$ cat src/lowest_free_room_scheduler_assert.svh
// Assertion macros for the scheduler RTL, included by lfrs_back.
`ifndef LOWEST_FREE_ROOM_SCHEDULER_ASSERT_SVH
`define LOWEST_FREE_ROOM_SCHEDULER_ASSERT_SVH

// same-cycle implication
`define LFRS_ASSERT_NOW(lbl, clk, rst, ante, cons, msg) \
   lbl: assert property (@(posedge clk) disable iff (rst) (ante) |-> (cons)) \
      else $error(msg);

// next-cycle implication
`define LFRS_ASSERT_NEXT(lbl, clk, rst, ante, cons, msg) \
   lbl: assert property (@(posedge clk) disable iff (rst) (ante) |=> (cons)) \
      else $error(msg);

`endif

$ cat src/lfrs_pkg.sv
// ----------------------------------------------------------------------------
// lfrs_pkg
// Shared types and constants of the lowest-free-room scheduler.
// ----------------------------------------------------------------------------
`default_nettype none

package lfrs_pkg;

   localparam int ROOMS_DEF     = 16;
   localparam int TIME_BITS_DEF = 48;

   localparam int IN_TIME_W  = 40;
   localparam int COUNT_W    = 32;
   localparam int ROOM_OUT_W = 4;
   localparam int CFG_W      = 5;

   localparam logic [CFG_W-1:0] ROOM_COUNT_RST = 5'd16;

   // request queue between front and back
   localparam int QUEUE_DEPTH = 4;
   localparam int QUEUE_PTR_W = 2;

   typedef struct packed {
      logic [IN_TIME_W-1:0] start_time;
      logic [IN_TIME_W-1:0] duration;
      logic                 last_request;
   } item_type;

   typedef enum logic [2:0] {
      B_IDLE,
      B_SCAN,
      B_UPDATE,
      B_REPORT,
      B_EMIT
   } back_state_type;

endpackage

`default_nettype wire

$ cat src/lowest_free_room_scheduler.sv
// ----------------------------------------------------------------------------
// lowest_free_room_scheduler
// Books meeting requests into the lowest free room, reports most-booked room.
// ----------------------------------------------------------------------------
// Requests are queued (4 deep) on push/full and handled one at a time by a
// sequencer that walks the room table through a single registered read port,
// one room per cycle over the n rooms in use (room_count clamped to 1..ROOMS).
// A request marked last adds a second walk over the booking counts, then posts
// one word on the result side and clears all rooms for the next set. Rooms are
// cleared through per-room valid bits, so no clearing pass follows reset.
// room_count is written on the csr channel, which is always ready; write it
// only while no request is in flight.
`default_nettype none

module lowest_free_room_scheduler #(
   parameter int ROOMS     = lfrs_pkg::ROOMS_DEF,
   parameter int TIME_BITS = lfrs_pkg::TIME_BITS_DEF
) (
   input  wire logic                            clock,
   input  wire logic                            reset,
   input  wire logic                            req_push,
   output logic                                 req_full,
   input  wire logic [lfrs_pkg::IN_TIME_W-1:0]  req_start_time,
   input  wire logic [lfrs_pkg::IN_TIME_W-1:0]  req_end_time,
   input  wire logic                            req_last_request,
   output logic                                 rsp_empty,
   input  wire logic                            rsp_pop,
   output logic [lfrs_pkg::ROOM_OUT_W-1:0]      rsp_most_booked_room,
   output logic [lfrs_pkg::COUNT_W-1:0]         rsp_booking_total,
   input  wire logic                            csr_valid,
   output logic                                 csr_ready,
   input  wire logic [lfrs_pkg::CFG_W-1:0]      csr_room_count
);
   import lfrs_pkg::*;

   localparam int NW = $clog2(ROOMS + 1);

   logic [CFG_W-1:0] room_count_ff;
   logic [31:0]      rc_ext;
   logic [31:0]      rooms_used;
   logic [NW-1:0]    room_num;
   logic             item_valid;
   item_type         item;
   logic             item_pop;

   assign csr_ready = 1'b1;

   always_ff @(posedge clock) begin
      if (reset) begin
         room_count_ff <= ROOM_COUNT_RST;
      end else if (csr_valid && csr_ready) begin
         room_count_ff <= csr_room_count;
      end
   end

   // zero counts as one room, anything above capacity as full capacity
   always_comb begin
      rc_ext = 32'(room_count_ff);
      if (rc_ext == 32'd0) begin
         rooms_used = 32'd1;
      end else if (rc_ext > 32'(ROOMS)) begin
         rooms_used = 32'(ROOMS);
      end else begin
         rooms_used = rc_ext;
      end
      room_num = NW'(rooms_used);
   end

   lfrs_front u_front (
      .clock            (clock),
      .reset            (reset),
      .req_push         (req_push),
      .req_full         (req_full),
      .req_start_time   (req_start_time),
      .req_end_time     (req_end_time),
      .req_last_request (req_last_request),
      .item_valid       (item_valid),
      .item             (item),
      .item_pop         (item_pop)
   );

   lfrs_back #(
      .ROOMS     (ROOMS),
      .TIME_BITS (TIME_BITS)
   ) u_back (
      .clock                (clock),
      .reset                (reset),
      .room_num             (room_num),
      .item_valid           (item_valid),
      .item                 (item),
      .item_pop             (item_pop),
      .rsp_empty            (rsp_empty),
      .rsp_pop              (rsp_pop),
      .rsp_most_booked_room (rsp_most_booked_room),
      .rsp_booking_total    (rsp_booking_total)
   );

endmodule

`default_nettype wire

$ cat src/lfrs_front.sv
// ----------------------------------------------------------------------------
// lfrs_front
// Accepts requests, derives the meeting duration and queues them for the back.
// ----------------------------------------------------------------------------
`default_nettype none

module lfrs_front (
   input  wire logic                          clock,
   input  wire logic                          reset,
   input  wire logic                          req_push,
   output logic                               req_full,
   input  wire logic [lfrs_pkg::IN_TIME_W-1:0] req_start_time,
   input  wire logic [lfrs_pkg::IN_TIME_W-1:0] req_end_time,
   input  wire logic                          req_last_request,
   output logic                               item_valid,
   output lfrs_pkg::item_type                 item,
   input  wire logic                          item_pop
);
   import lfrs_pkg::*;

   item_type                 queue_mem [QUEUE_DEPTH];
   logic [QUEUE_PTR_W-1:0]   wr_ptr_ff, wr_ptr_in;
   logic [QUEUE_PTR_W-1:0]   rd_ptr_ff, rd_ptr_in;
   logic [QUEUE_PTR_W:0]     fill_ff, fill_in;
   logic                     push_ok;
   logic                     pop_ok;
   item_type                 new_item;

   // end before start gives a zero-length meeting
   always_comb begin
      new_item.start_time   = req_start_time;
      new_item.last_request = req_last_request;
      if (req_end_time >= req_start_time) begin
         new_item.duration = req_end_time - req_start_time;
      end else begin
         new_item.duration = '0;
      end
   end

   assign req_full   = (fill_ff == (QUEUE_PTR_W+1)'(QUEUE_DEPTH));
   assign item_valid = (fill_ff != '0);
   assign item       = queue_mem[rd_ptr_ff];
   assign push_ok    = req_push && !req_full;
   assign pop_ok     = item_pop && item_valid;

   always_comb begin
      wr_ptr_in = push_ok ? wr_ptr_ff + 1'b1 : wr_ptr_ff;
      rd_ptr_in = pop_ok ? rd_ptr_ff + 1'b1 : rd_ptr_ff;
      fill_in   = fill_ff;
      if (push_ok && !pop_ok) begin
         fill_in = fill_ff + 1'b1;
      end else if (pop_ok && !push_ok) begin
         fill_in = fill_ff - 1'b1;
      end
   end

   always_ff @(posedge clock) begin
      if (reset) begin
         wr_ptr_ff <= '0;
         rd_ptr_ff <= '0;
         fill_ff   <= '0;
      end else begin
         wr_ptr_ff <= wr_ptr_in;
         rd_ptr_ff <= rd_ptr_in;
         fill_ff   <= fill_in;
      end
   end

   always_ff @(posedge clock) begin
      if (push_ok) begin
         queue_mem[wr_ptr_ff] <= new_item;
      end
   end

endmodule

`default_nettype wire

$ cat src/lfrs_back.sv
// ----------------------------------------------------------------------------
// lfrs_back
// Room table, per-request scan sequencer, booking update and report register.
// ----------------------------------------------------------------------------
`default_nettype none

module lfrs_back #(
   parameter int ROOMS     = lfrs_pkg::ROOMS_DEF,
   parameter int TIME_BITS = lfrs_pkg::TIME_BITS_DEF,
   localparam int RW = (ROOMS > 1) ? $clog2(ROOMS) : 1,
   localparam int NW = $clog2(ROOMS + 1)
) (
   input  wire logic                           clock,
   input  wire logic                           reset,
   input  wire logic [NW-1:0]                  room_num,
   input  wire logic                           item_valid,
   input  wire lfrs_pkg::item_type             item,
   output logic                                item_pop,
   output logic                                rsp_empty,
   input  wire logic                           rsp_pop,
   output logic [lfrs_pkg::ROOM_OUT_W-1:0]     rsp_most_booked_room,
   output logic [lfrs_pkg::COUNT_W-1:0]        rsp_booking_total
);
   import lfrs_pkg::*;

   localparam int CW = ((TIME_BITS > IN_TIME_W) ? TIME_BITS : IN_TIME_W) + 1;
   localparam logic [CW-1:0] TMAX_C = {{(CW-TIME_BITS){1'b0}}, {TIME_BITS{1'b1}}};

   back_state_type          state_ff, state_in;

   logic [TIME_BITS-1:0]    busy_mem [ROOMS];
   logic [COUNT_W-1:0]      cnt_mem  [ROOMS];
   logic [ROOMS-1:0]        valid_ff;

   logic [NW-1:0]           idx_ff, idx_in;
   logic                    rd_pend_ff;
   logic [RW-1:0]           rd_idx_ff;
   logic [TIME_BITS-1:0]    busy_rd_ff;
   logic [COUNT_W-1:0]      cnt_rd_ff;
   logic                    vld_rd_ff;

   logic                    found_ff;
   logic [RW-1:0]           sel_idx_ff;
   logic [COUNT_W-1:0]      sel_cnt_ff;
   logic [RW-1:0]           min_idx_ff;
   logic [TIME_BITS-1:0]    min_busy_ff;
   logic [COUNT_W-1:0]      min_cnt_ff;
   logic [RW-1:0]           best_idx_ff;
   logic [COUNT_W-1:0]      best_cnt_ff;

   logic                    out_valid_ff;
   logic [ROOM_OUT_W-1:0]   out_room_ff;
   logic [COUNT_W-1:0]      out_total_ff;

   logic                    scanning;
   logic                    rd_issue;
   logic                    scan_done;
   logic                    wr_en;
   logic                    emit;
   logic                    clr_idx;

   logic [TIME_BITS-1:0]    eff_busy;
   logic [COUNT_W-1:0]      eff_cnt;
   logic [RW-1:0]           wr_addr;
   logic [COUNT_W-1:0]      cur_cnt;
   logic [COUNT_W-1:0]      new_cnt;
   logic [CW-1:0]           sum_c;
   logic [TIME_BITS-1:0]    new_busy;

   assign scan_done = (idx_ff == room_num) && !rd_pend_ff;

   // next state
   always_comb begin
      state_in = state_ff;
      case (state_ff)
         B_IDLE: begin
            if (item_valid) state_in = B_SCAN;
         end
         B_SCAN: begin
            if (scan_done) state_in = B_UPDATE;
         end
         B_UPDATE: begin
            state_in = item.last_request ? B_REPORT : B_IDLE;
         end
         B_REPORT: begin
            if (scan_done) state_in = B_EMIT;
         end
         B_EMIT: begin
            if (!out_valid_ff || rsp_pop) state_in = B_IDLE;
         end
         default: state_in = B_IDLE;
      endcase
   end

   // control decode
   always_comb begin
      scanning = 1'b0;
      wr_en    = 1'b0;
      emit     = 1'b0;
      clr_idx  = 1'b0;
      case (state_ff)
         B_IDLE:   clr_idx  = 1'b1;
         B_SCAN:   scanning = 1'b1;
         B_UPDATE: begin
            wr_en   = 1'b1;
            clr_idx = 1'b1;
         end
         B_REPORT: scanning = 1'b1;
         B_EMIT:   emit     = !out_valid_ff || rsp_pop;
         default:  clr_idx  = 1'b1;
      endcase
   end

   assign rd_issue = scanning && (idx_ff < room_num);
   assign item_pop = wr_en;

   always_comb begin
      idx_in = idx_ff;
      if (clr_idx) begin
         idx_in = '0;
      end else if (rd_issue) begin
         idx_in = idx_ff + 1'b1;
      end
   end

   // entries not written since the last clear read as zero
   assign eff_busy = vld_rd_ff ? busy_rd_ff : '0;
   assign eff_cnt  = vld_rd_ff ? cnt_rd_ff  : '0;

   // booking update: free room starts at request start, else at room's free time
   always_comb begin
      wr_addr = found_ff ? sel_idx_ff : min_idx_ff;
      cur_cnt = found_ff ? sel_cnt_ff : min_cnt_ff;
      new_cnt = (cur_cnt == '1) ? cur_cnt : cur_cnt + 1'b1;
      sum_c   = (found_ff ? CW'(item.start_time) : CW'(min_busy_ff)) + CW'(item.duration);
      new_busy = (sum_c > TMAX_C) ? TMAX_C[TIME_BITS-1:0] : sum_c[TIME_BITS-1:0];
   end

   always_ff @(posedge clock) begin
      if (reset) begin
         state_ff     <= B_IDLE;
         idx_ff       <= '0;
         rd_pend_ff   <= 1'b0;
         valid_ff     <= '0;
         found_ff     <= 1'b0;
         out_valid_ff <= 1'b0;
      end else begin
         state_ff   <= state_in;
         idx_ff     <= idx_in;
         rd_pend_ff <= rd_issue;
         if (emit) begin
            valid_ff <= '0;
         end else if (wr_en) begin
            valid_ff[wr_addr] <= 1'b1;
         end
         if (state_ff == B_IDLE) begin
            found_ff <= 1'b0;
         end else if (state_ff == B_SCAN && rd_pend_ff && !found_ff &&
                      (CW'(eff_busy) <= CW'(item.start_time))) begin
            found_ff <= 1'b1;
         end
         if (emit) begin
            out_valid_ff <= 1'b1;
         end else if (rsp_pop) begin
            out_valid_ff <= 1'b0;
         end
      end
   end

   // room table, one read and one write port
   always_ff @(posedge clock) begin
      if (wr_en) begin
         busy_mem[wr_addr] <= new_busy;
         cnt_mem[wr_addr]  <= new_cnt;
      end
      if (rd_issue) begin
         busy_rd_ff <= busy_mem[idx_ff[RW-1:0]];
         cnt_rd_ff  <= cnt_mem[idx_ff[RW-1:0]];
         vld_rd_ff  <= valid_ff[idx_ff[RW-1:0]];
         rd_idx_ff  <= idx_ff[RW-1:0];
      end
   end

   // scan accumulators
   always_ff @(posedge clock) begin
      if (rd_pend_ff && state_ff == B_SCAN) begin
         if (!found_ff && (CW'(eff_busy) <= CW'(item.start_time))) begin
            sel_idx_ff <= rd_idx_ff;
            sel_cnt_ff <= eff_cnt;
         end
         if (rd_idx_ff == '0 || eff_busy < min_busy_ff) begin
            min_idx_ff  <= rd_idx_ff;
            min_busy_ff <= eff_busy;
            min_cnt_ff  <= eff_cnt;
         end
      end
      if (rd_pend_ff && state_ff == B_REPORT) begin
         if (rd_idx_ff == '0 || eff_cnt > best_cnt_ff) begin
            best_idx_ff <= rd_idx_ff;
            best_cnt_ff <= eff_cnt;
         end
      end
      if (emit) begin
         out_room_ff  <= ROOM_OUT_W'(best_idx_ff);
         out_total_ff <= best_cnt_ff;
      end
   end

   assign rsp_empty            = !out_valid_ff;
   assign rsp_most_booked_room = out_room_ff;
   assign rsp_booking_total    = out_total_ff;

`include "lowest_free_room_scheduler_assert.svh"

   `LFRS_ASSERT_NOW(a_wr_in_range, clock, reset, wr_en, NW'(wr_addr) < room_num, "room write beyond rooms in use")
   `LFRS_ASSERT_NOW(a_update_has_item, clock, reset, state_ff == B_UPDATE, item_valid, "update without queued request")
   `LFRS_ASSERT_NEXT(a_emit_clears, clock, reset, emit, valid_ff == '0 && !rsp_empty, "report did not clear rooms or post word")

endmodule

`default_nettype wire

$ cat config.mk
export PLATFORM = sky130hd
export DESIGN_NAME = lowest_free_room_scheduler
export DESIGN_NICKNAME = d
export VERILOG_FILES = /design/src/lfrs_pkg.sv /design/src/lowest_free_room_scheduler.sv /design/src/lfrs_front.sv /design/src/lfrs_back.sv
export VERILOG_INCLUDE_DIRS = /design/src /design/src/src
export SDC_FILE = /design/constraint.sdc
export NUM_CORES = 2
export LEC_CHECK = 0
export BUFFER_PORTS_ARGS = -buffer_cell sky130_fd_sc_hd__buf_2
export CAP_MARGIN = 20
export CORE_ASPECT_RATIO = 0.9
export CORE_MARGIN = 3
export CORE_UTILIZATION = 31
export DETAILED_ROUTE_END_ITERATION = 8
export HOLD_SLACK_MARGIN = 0.08
export PLACE_DENSITY = 0.44
export SYNTH_ARGS = -nofsm -noshare
export SYNTH_HDL_FRONTEND = slang
export SYNTH_HIERARCHICAL = 1
export SYNTH_SLANG_ARGS = --single-unit
export TNS_END_PERCENT = 10
$ cat constraint.sdc
create_clock -name clock -period 13.4 [get_ports clock]
set_clock_uncertainty 0.05 [all_clocks]
set_input_delay 2.68 -clock clock [delete_from_list [all_inputs] [get_ports clock]]
set_output_delay 2.68 -clock clock [all_outputs]
set_load 0.02 [all_outputs]
# After elaboration in Yosys (flattened, before gate mapping)
# Memories as Yosys holds them, arrays and structs flattened. A register that Yosys moved wholly into a read port is not among the register bits.
# Index checks and enable logic that the tools add are counted.
[word_totals]
ramBits = 1604
output_inout_bits = 39
regBits = 236
in_bits = 91
n_memories = 3
[mem_list]
columns = ["name", "words", "width", "read_ports", "rd_clocked_by_memory_dff", "wr", "line", "rtl"]
rows = [
  ["u_back.busy_mem", 16, 48, 1, 1, 1, "lfrs_back.sv:31", "logic [TIME_BITS-1:0] busy_mem [ROOMS];"],
  ["u_back.cnt_mem", 16, 32, 1, 1, 1, "lfrs_back.sv:32", "logic [COUNT_W-1:0] cnt_mem [ROOMS];"],
  ["u_front.queue_mem", 4, 81, 1, 1, 1, "lfrs_front.sv:21", "item_type queue_mem [QUEUE_DEPTH];"],
]
[op_classes]
magnitude_cmp = 10
n_addsub = 8
bitwise_logic = 2
n_eq_ne = 11
n_reduce_logical = 36
n_mux = 33
[op_table]
columns = ["operator", "count"]
rows = [
  ["$mux W48", 3],
  ["$mux W32", 3],
  ["$add A49 B40 Y49", 1],
  ["$gt A49 B48 Y1 const B", 1],
  ["$le A48 B40 Y1", 1],
  ["$lt A48 B48 Y1", 1],
  ["$ge A40 B40 Y1", 1],
  ["$mux W40", 1],
  ["$sub A40 B40 Y40", 1],
  ["$add A32 B1 Y32 const B", 1],
  ["$eq A32 B32 Y1 const B", 1],
  ["$gt A32 B32 Y1", 1],
  ["$mux W3", 6],
  ["$or A16 B16 Y16", 1],
  ["$pmux W3 S5", 1],
  ["$logic_and A1 B1 Y1", 12],
  ["$mux W1", 11],
  ["$lt A4 B5 Y1 const B", 2],
  ["$mux W5", 2],
  ["$reduce_or A2 Y1", 4],
  ["$eq A3 B2 Y1 const B", 2],
  ["$eq A3 B3 Y1 const B", 2],
  ["$logic_not A1 Y1", 6],
  ["$mux W2", 3],
  ["24 further kinds", 32],
]

# Longest topological paths before layout
[depth]
ltp_word = 7
ltp_mapped = 21
depth_no_buf = 14

# Cells and area by module
# Netlist, hierarchy kept.
[by_module_without_submodules]
columns = ["module", "instances", "area_per_inst_um2", "cells_each"]
rows = [
  ["lfrs_back", 1, 65547.9, 3427],
  ["lfrs_front", 1, 14853.0, 901],
  ["lowest_free_room_scheduler", 1, 224.0, 25],
]

# Worst setup path after synthesis
# Ideal clock, no wire load.
[synth_path]
kind = "register -> register"
startpoint = "reg (tool-made name)"
endpoint = "reg u_back.sel_cnt_ff[0] (enable)"
slack_ns = 4.036
setup_ns = 0.624
arrival_ns = 8.689
path_stages_with_launch = 14
path_buffers = 2
path_cell_list = "dfxtp_1 -> clkbuf_1 -> buf_1 -> mux4_2 -> inv_1 -> ha_1 -> a21o_1 -> a21o_1 -> a21o_1 -> a21oi_1 -> o221ai_1 -> o21ai_0 -> nand4_1 -> a2111oi_0"
[synth_rtl]
columns = ["element", "line", "rtl"]
rows = [
  ["end signal, assigned", "lfrs_back.sv:189", "sel_cnt_ff <= eff_cnt;"],
  ["end, declared", "lfrs_back.sv:44", "logic [COUNT_W-1:0] sel_cnt_ff;"],
]

==> impl_metrics.toml <==
[sta]
period_share = 0.5431
setup_viol = 0
fmax_mhz = 137.4
worst_pin_slew_ns = 1.080
period_minus_slack_ns = 7.278
drv_slew = 0
holdWs_ns = 0.3880
slew_headroom = 0.2773
fin_tns_setup_ns = 0
hold_viol = 0
rsz0062_at_grt = "no"

[floorplan]
io_pins = 130
start_util = 0.3135
rows = 176
die_y_um = 489.8
core-area_um2 = 257200
die_area_um2 = 266200
die_w_um = 543.6

[synth]
ys_seq_elements = 1922
synthFlopType = "edfxtp_1"
async_flop_share = 0
ys_warn_count = 6
yosysSeqAreaShare = 0.7108
synth_common_cells = "1881 x edfxtp_1, 486 x mux4_2, 211 x ha_1"
ys_types = 94
synth_most_common_cell = "edfxtp_1"
yosys.area.top_type_share = 0.7006
netlist_area_um2 = 80620
syn_inst = 4353
synth-edff-count = 1881
syn-num-nets = 4658
avgSynthCellArea_um2 = 18.52
yosys.area.top_type = "edfxtp_1"
synthTopCellsByArea = "edfxtp_1 70%, mux4_2 14%, ha_1 3.3%, dfxtp_1 1.0%, inv_1 0.95%"

[critical_path]
worst_setup_path_end_kind = "flip-flop"
arrival_ns = 7.63
worst-setup-path-type = "reg -> reg"
crit_required_ns = 13.75
reg2reg_depth = 16
cp-endpoint = "u_back/busy_mem[15][42]"
start_kind = "flip-flop"
path_max_fanout = 29
timing.rr.end = "u_back/busy_mem[15][42]"
reg2reg_slack_ns = 6.12

[layout]
drive_gt1_frac = 0.2310
nets = 4919
final_util = 0.3611
area_growth_pct = 15.21

[cts]
ctsResizeCount = 0
clk_path_buf_depth = 3
clkTransAtPathRegs_ns = 0.06
htree_levels = 4
clock_sinks = 1922
tritoncts = "done"
post_cts_buffers = 0
numCtsBuffers = 207
cts_root_buf = "clkbuf_16"
cts_hold_buf = 0
clkLatencyLatePin_ns = 0.85

[global_route]
first_global_vias = 43130
antenna_found_initial = 15
grt_util_all_layers = 0.1655
gr-total-overflow = 0
grt_pass1_wl_mm = 317.5
grt_max_degree = 129

[drt]
first_pass_iters = 7
viasPerCell = 5.085
wl_per_cell_um = 27.06
drt-initial-drc-count = 3449
wl_mm = 221.4
vias = 41602
drc = 0
antenna_left = 0

[flow_run]
drv_cap = 0

[power]
ir_drop_uv = 125.2
cellPowerDensity_nw_per_um2 = 164.1
leakage_nw = 30.15
power.total_w = 0.01525

[place]
port_buffers = 128
dpl.hpwl_mm = 132.2
place_congestion = 0.8170

[min_path]
min_path_type = "reg -> reg"
min_from = "u_back/best_idx_ff[1]"

[status]
status = "complete, no violations"
[state kept, by name (all words and copies together), names as in the netlist, 2 cells and up, named ones only]
name                         flops
u_back/rsp_most_booked_room      4
u_back/idx_ff                    5
u_back/sel_idx_ff                4
u_back/cnt_rd_ff                32
u_back/rd_idx_ff                 4
u_front/wr_ptr_ff                2
u_back/busy_mem                768
u_back/min_cnt_ff               32
u_back/cnt_mem                 512
u_back/rsp_booking_total        32
u_back/valid_ff                 16
u_back/min_idx_ff                4
u_back/best_cnt_ff              32
u_front/queue_mem              324
u_back/min_busy_ff              48
u_back/state_ff                  3
room_count_ff                    5
u_front/rd_ptr_ff                2
u_front/fill_ff                  3
u_back/busy_rd_ff               48
u_back/sel_cnt_ff               32
u_back/best_idx_ff               4
[layer usage]
layer,vias to the layer above,GRT usage,routed length (um)
met3,301,0.03253,11990
met4,6,0.04258,4803
met5,-,0,35
met2,990,0.2514,99820
li1,18052,-,-
met1,22253,0.2430,104800
[worst min path at each step]
stage	slack, ns	cells past startpoint	to
finish	0.39	0	u_back/rsp_most_booked_room[1]
global route	0.40	0	u_back/rsp_most_booked_room[1]
CTS	0.39	0	u_back/rsp_most_booked_room[1]
global placement	0.36	0	u_back/rsp_most_booked_room[0]
floorplan	0.35	0	u_back/rsp_most_booked_room[0]
detailed placement	0.37	0	u_back/rsp_most_booked_room[1]
[power by group]
part           switching [W]  internal [W]
Sequential         0.0000890       0.00726
Combinational        0.00140      0.000594
Clock                0.00237       0.00352
[cells in the final DEF (no fill, tap or decap), drive strengths merged, types with 10 or more instances in the layout]
cell,n
edfxtp,1881
mux4,486
clkbuf,262
buf,238
inv,212
ha,211
nand2,189
nor2,146
a21oi,134
o21ai,124
and2,90
clkinv,82
a21o,77
nand4,57
xor2,53
xnor2,53
o21a,42
nand3,42
dfxtp,41
nor3,36
nor2b,34
bufinv,31
mux2i,28
nand2b,21
a211oi,20
nor4,14
o21bai,14
a31oi,13
o211ai,13
nand3b,12
and3,12
or3,11
clkinvlp,10
a21boi,10
[layout make-up]
| type | instances | area (um^2) |
|---|---|---|
| fillers | 23870 | 164300 |
| well taps | 3382 | 4232 |
| repair buffers | 240 | 1520 |
| inverters | 204 | 765.7 |
| diodes | 4 | 10.01 |
| multi-input cells | 2039 | 21970 |
| flip-flops and latches | 1922 | 57330 |
| clock inverters | 131 | 1511 |
| clock buffers | 260 | 5544 |
[per-stage QoR]
stage | worst slack, ns | instance area (um^2) | std cells
2_1_floorplan | 4.036 | 80620 | 4353
3_3_place_gp | 5.922 | 85630 | 7763
3_5_place_dp | 5.906 | 85710 | 7774
4_1_cts | 5.874 | 92770 | 8165
5_1_grt | 5.513 | 92880 | 8179
6_report | 6.122 | 92890 | 8182
[critical path: stages, from the launching register on]
cell      delay, ns
dfxtp_4        0.72
buf_4          0.61
buf_4          0.62
mux4_2         0.67
nand2_1        0.10
o21ai_0        0.11
ha_1           0.39
a21oi_1        0.22
o21ai_0        0.18
a221oi_1       0.43
o221a_2        0.28
o41ai_2        0.08
a31oi_1        0.31
o21bai_2       0.24
nand3_2        0.64
buf_4          0.57
nand3_1        0.53
[cell families after synthesis]
logic type	synth area share
other	0.00004651
multiplexers	0.1403
adder cells (fa/ha/maj)	0.03349
flip-flops	0.7108
AND/OR/NAND/NOR	0.04269
buffers and inverters	0.01913
AO/OA/AOI/OAI	0.04210
XOR/XNOR	0.01152
Power figures use the tool's default switching activity.
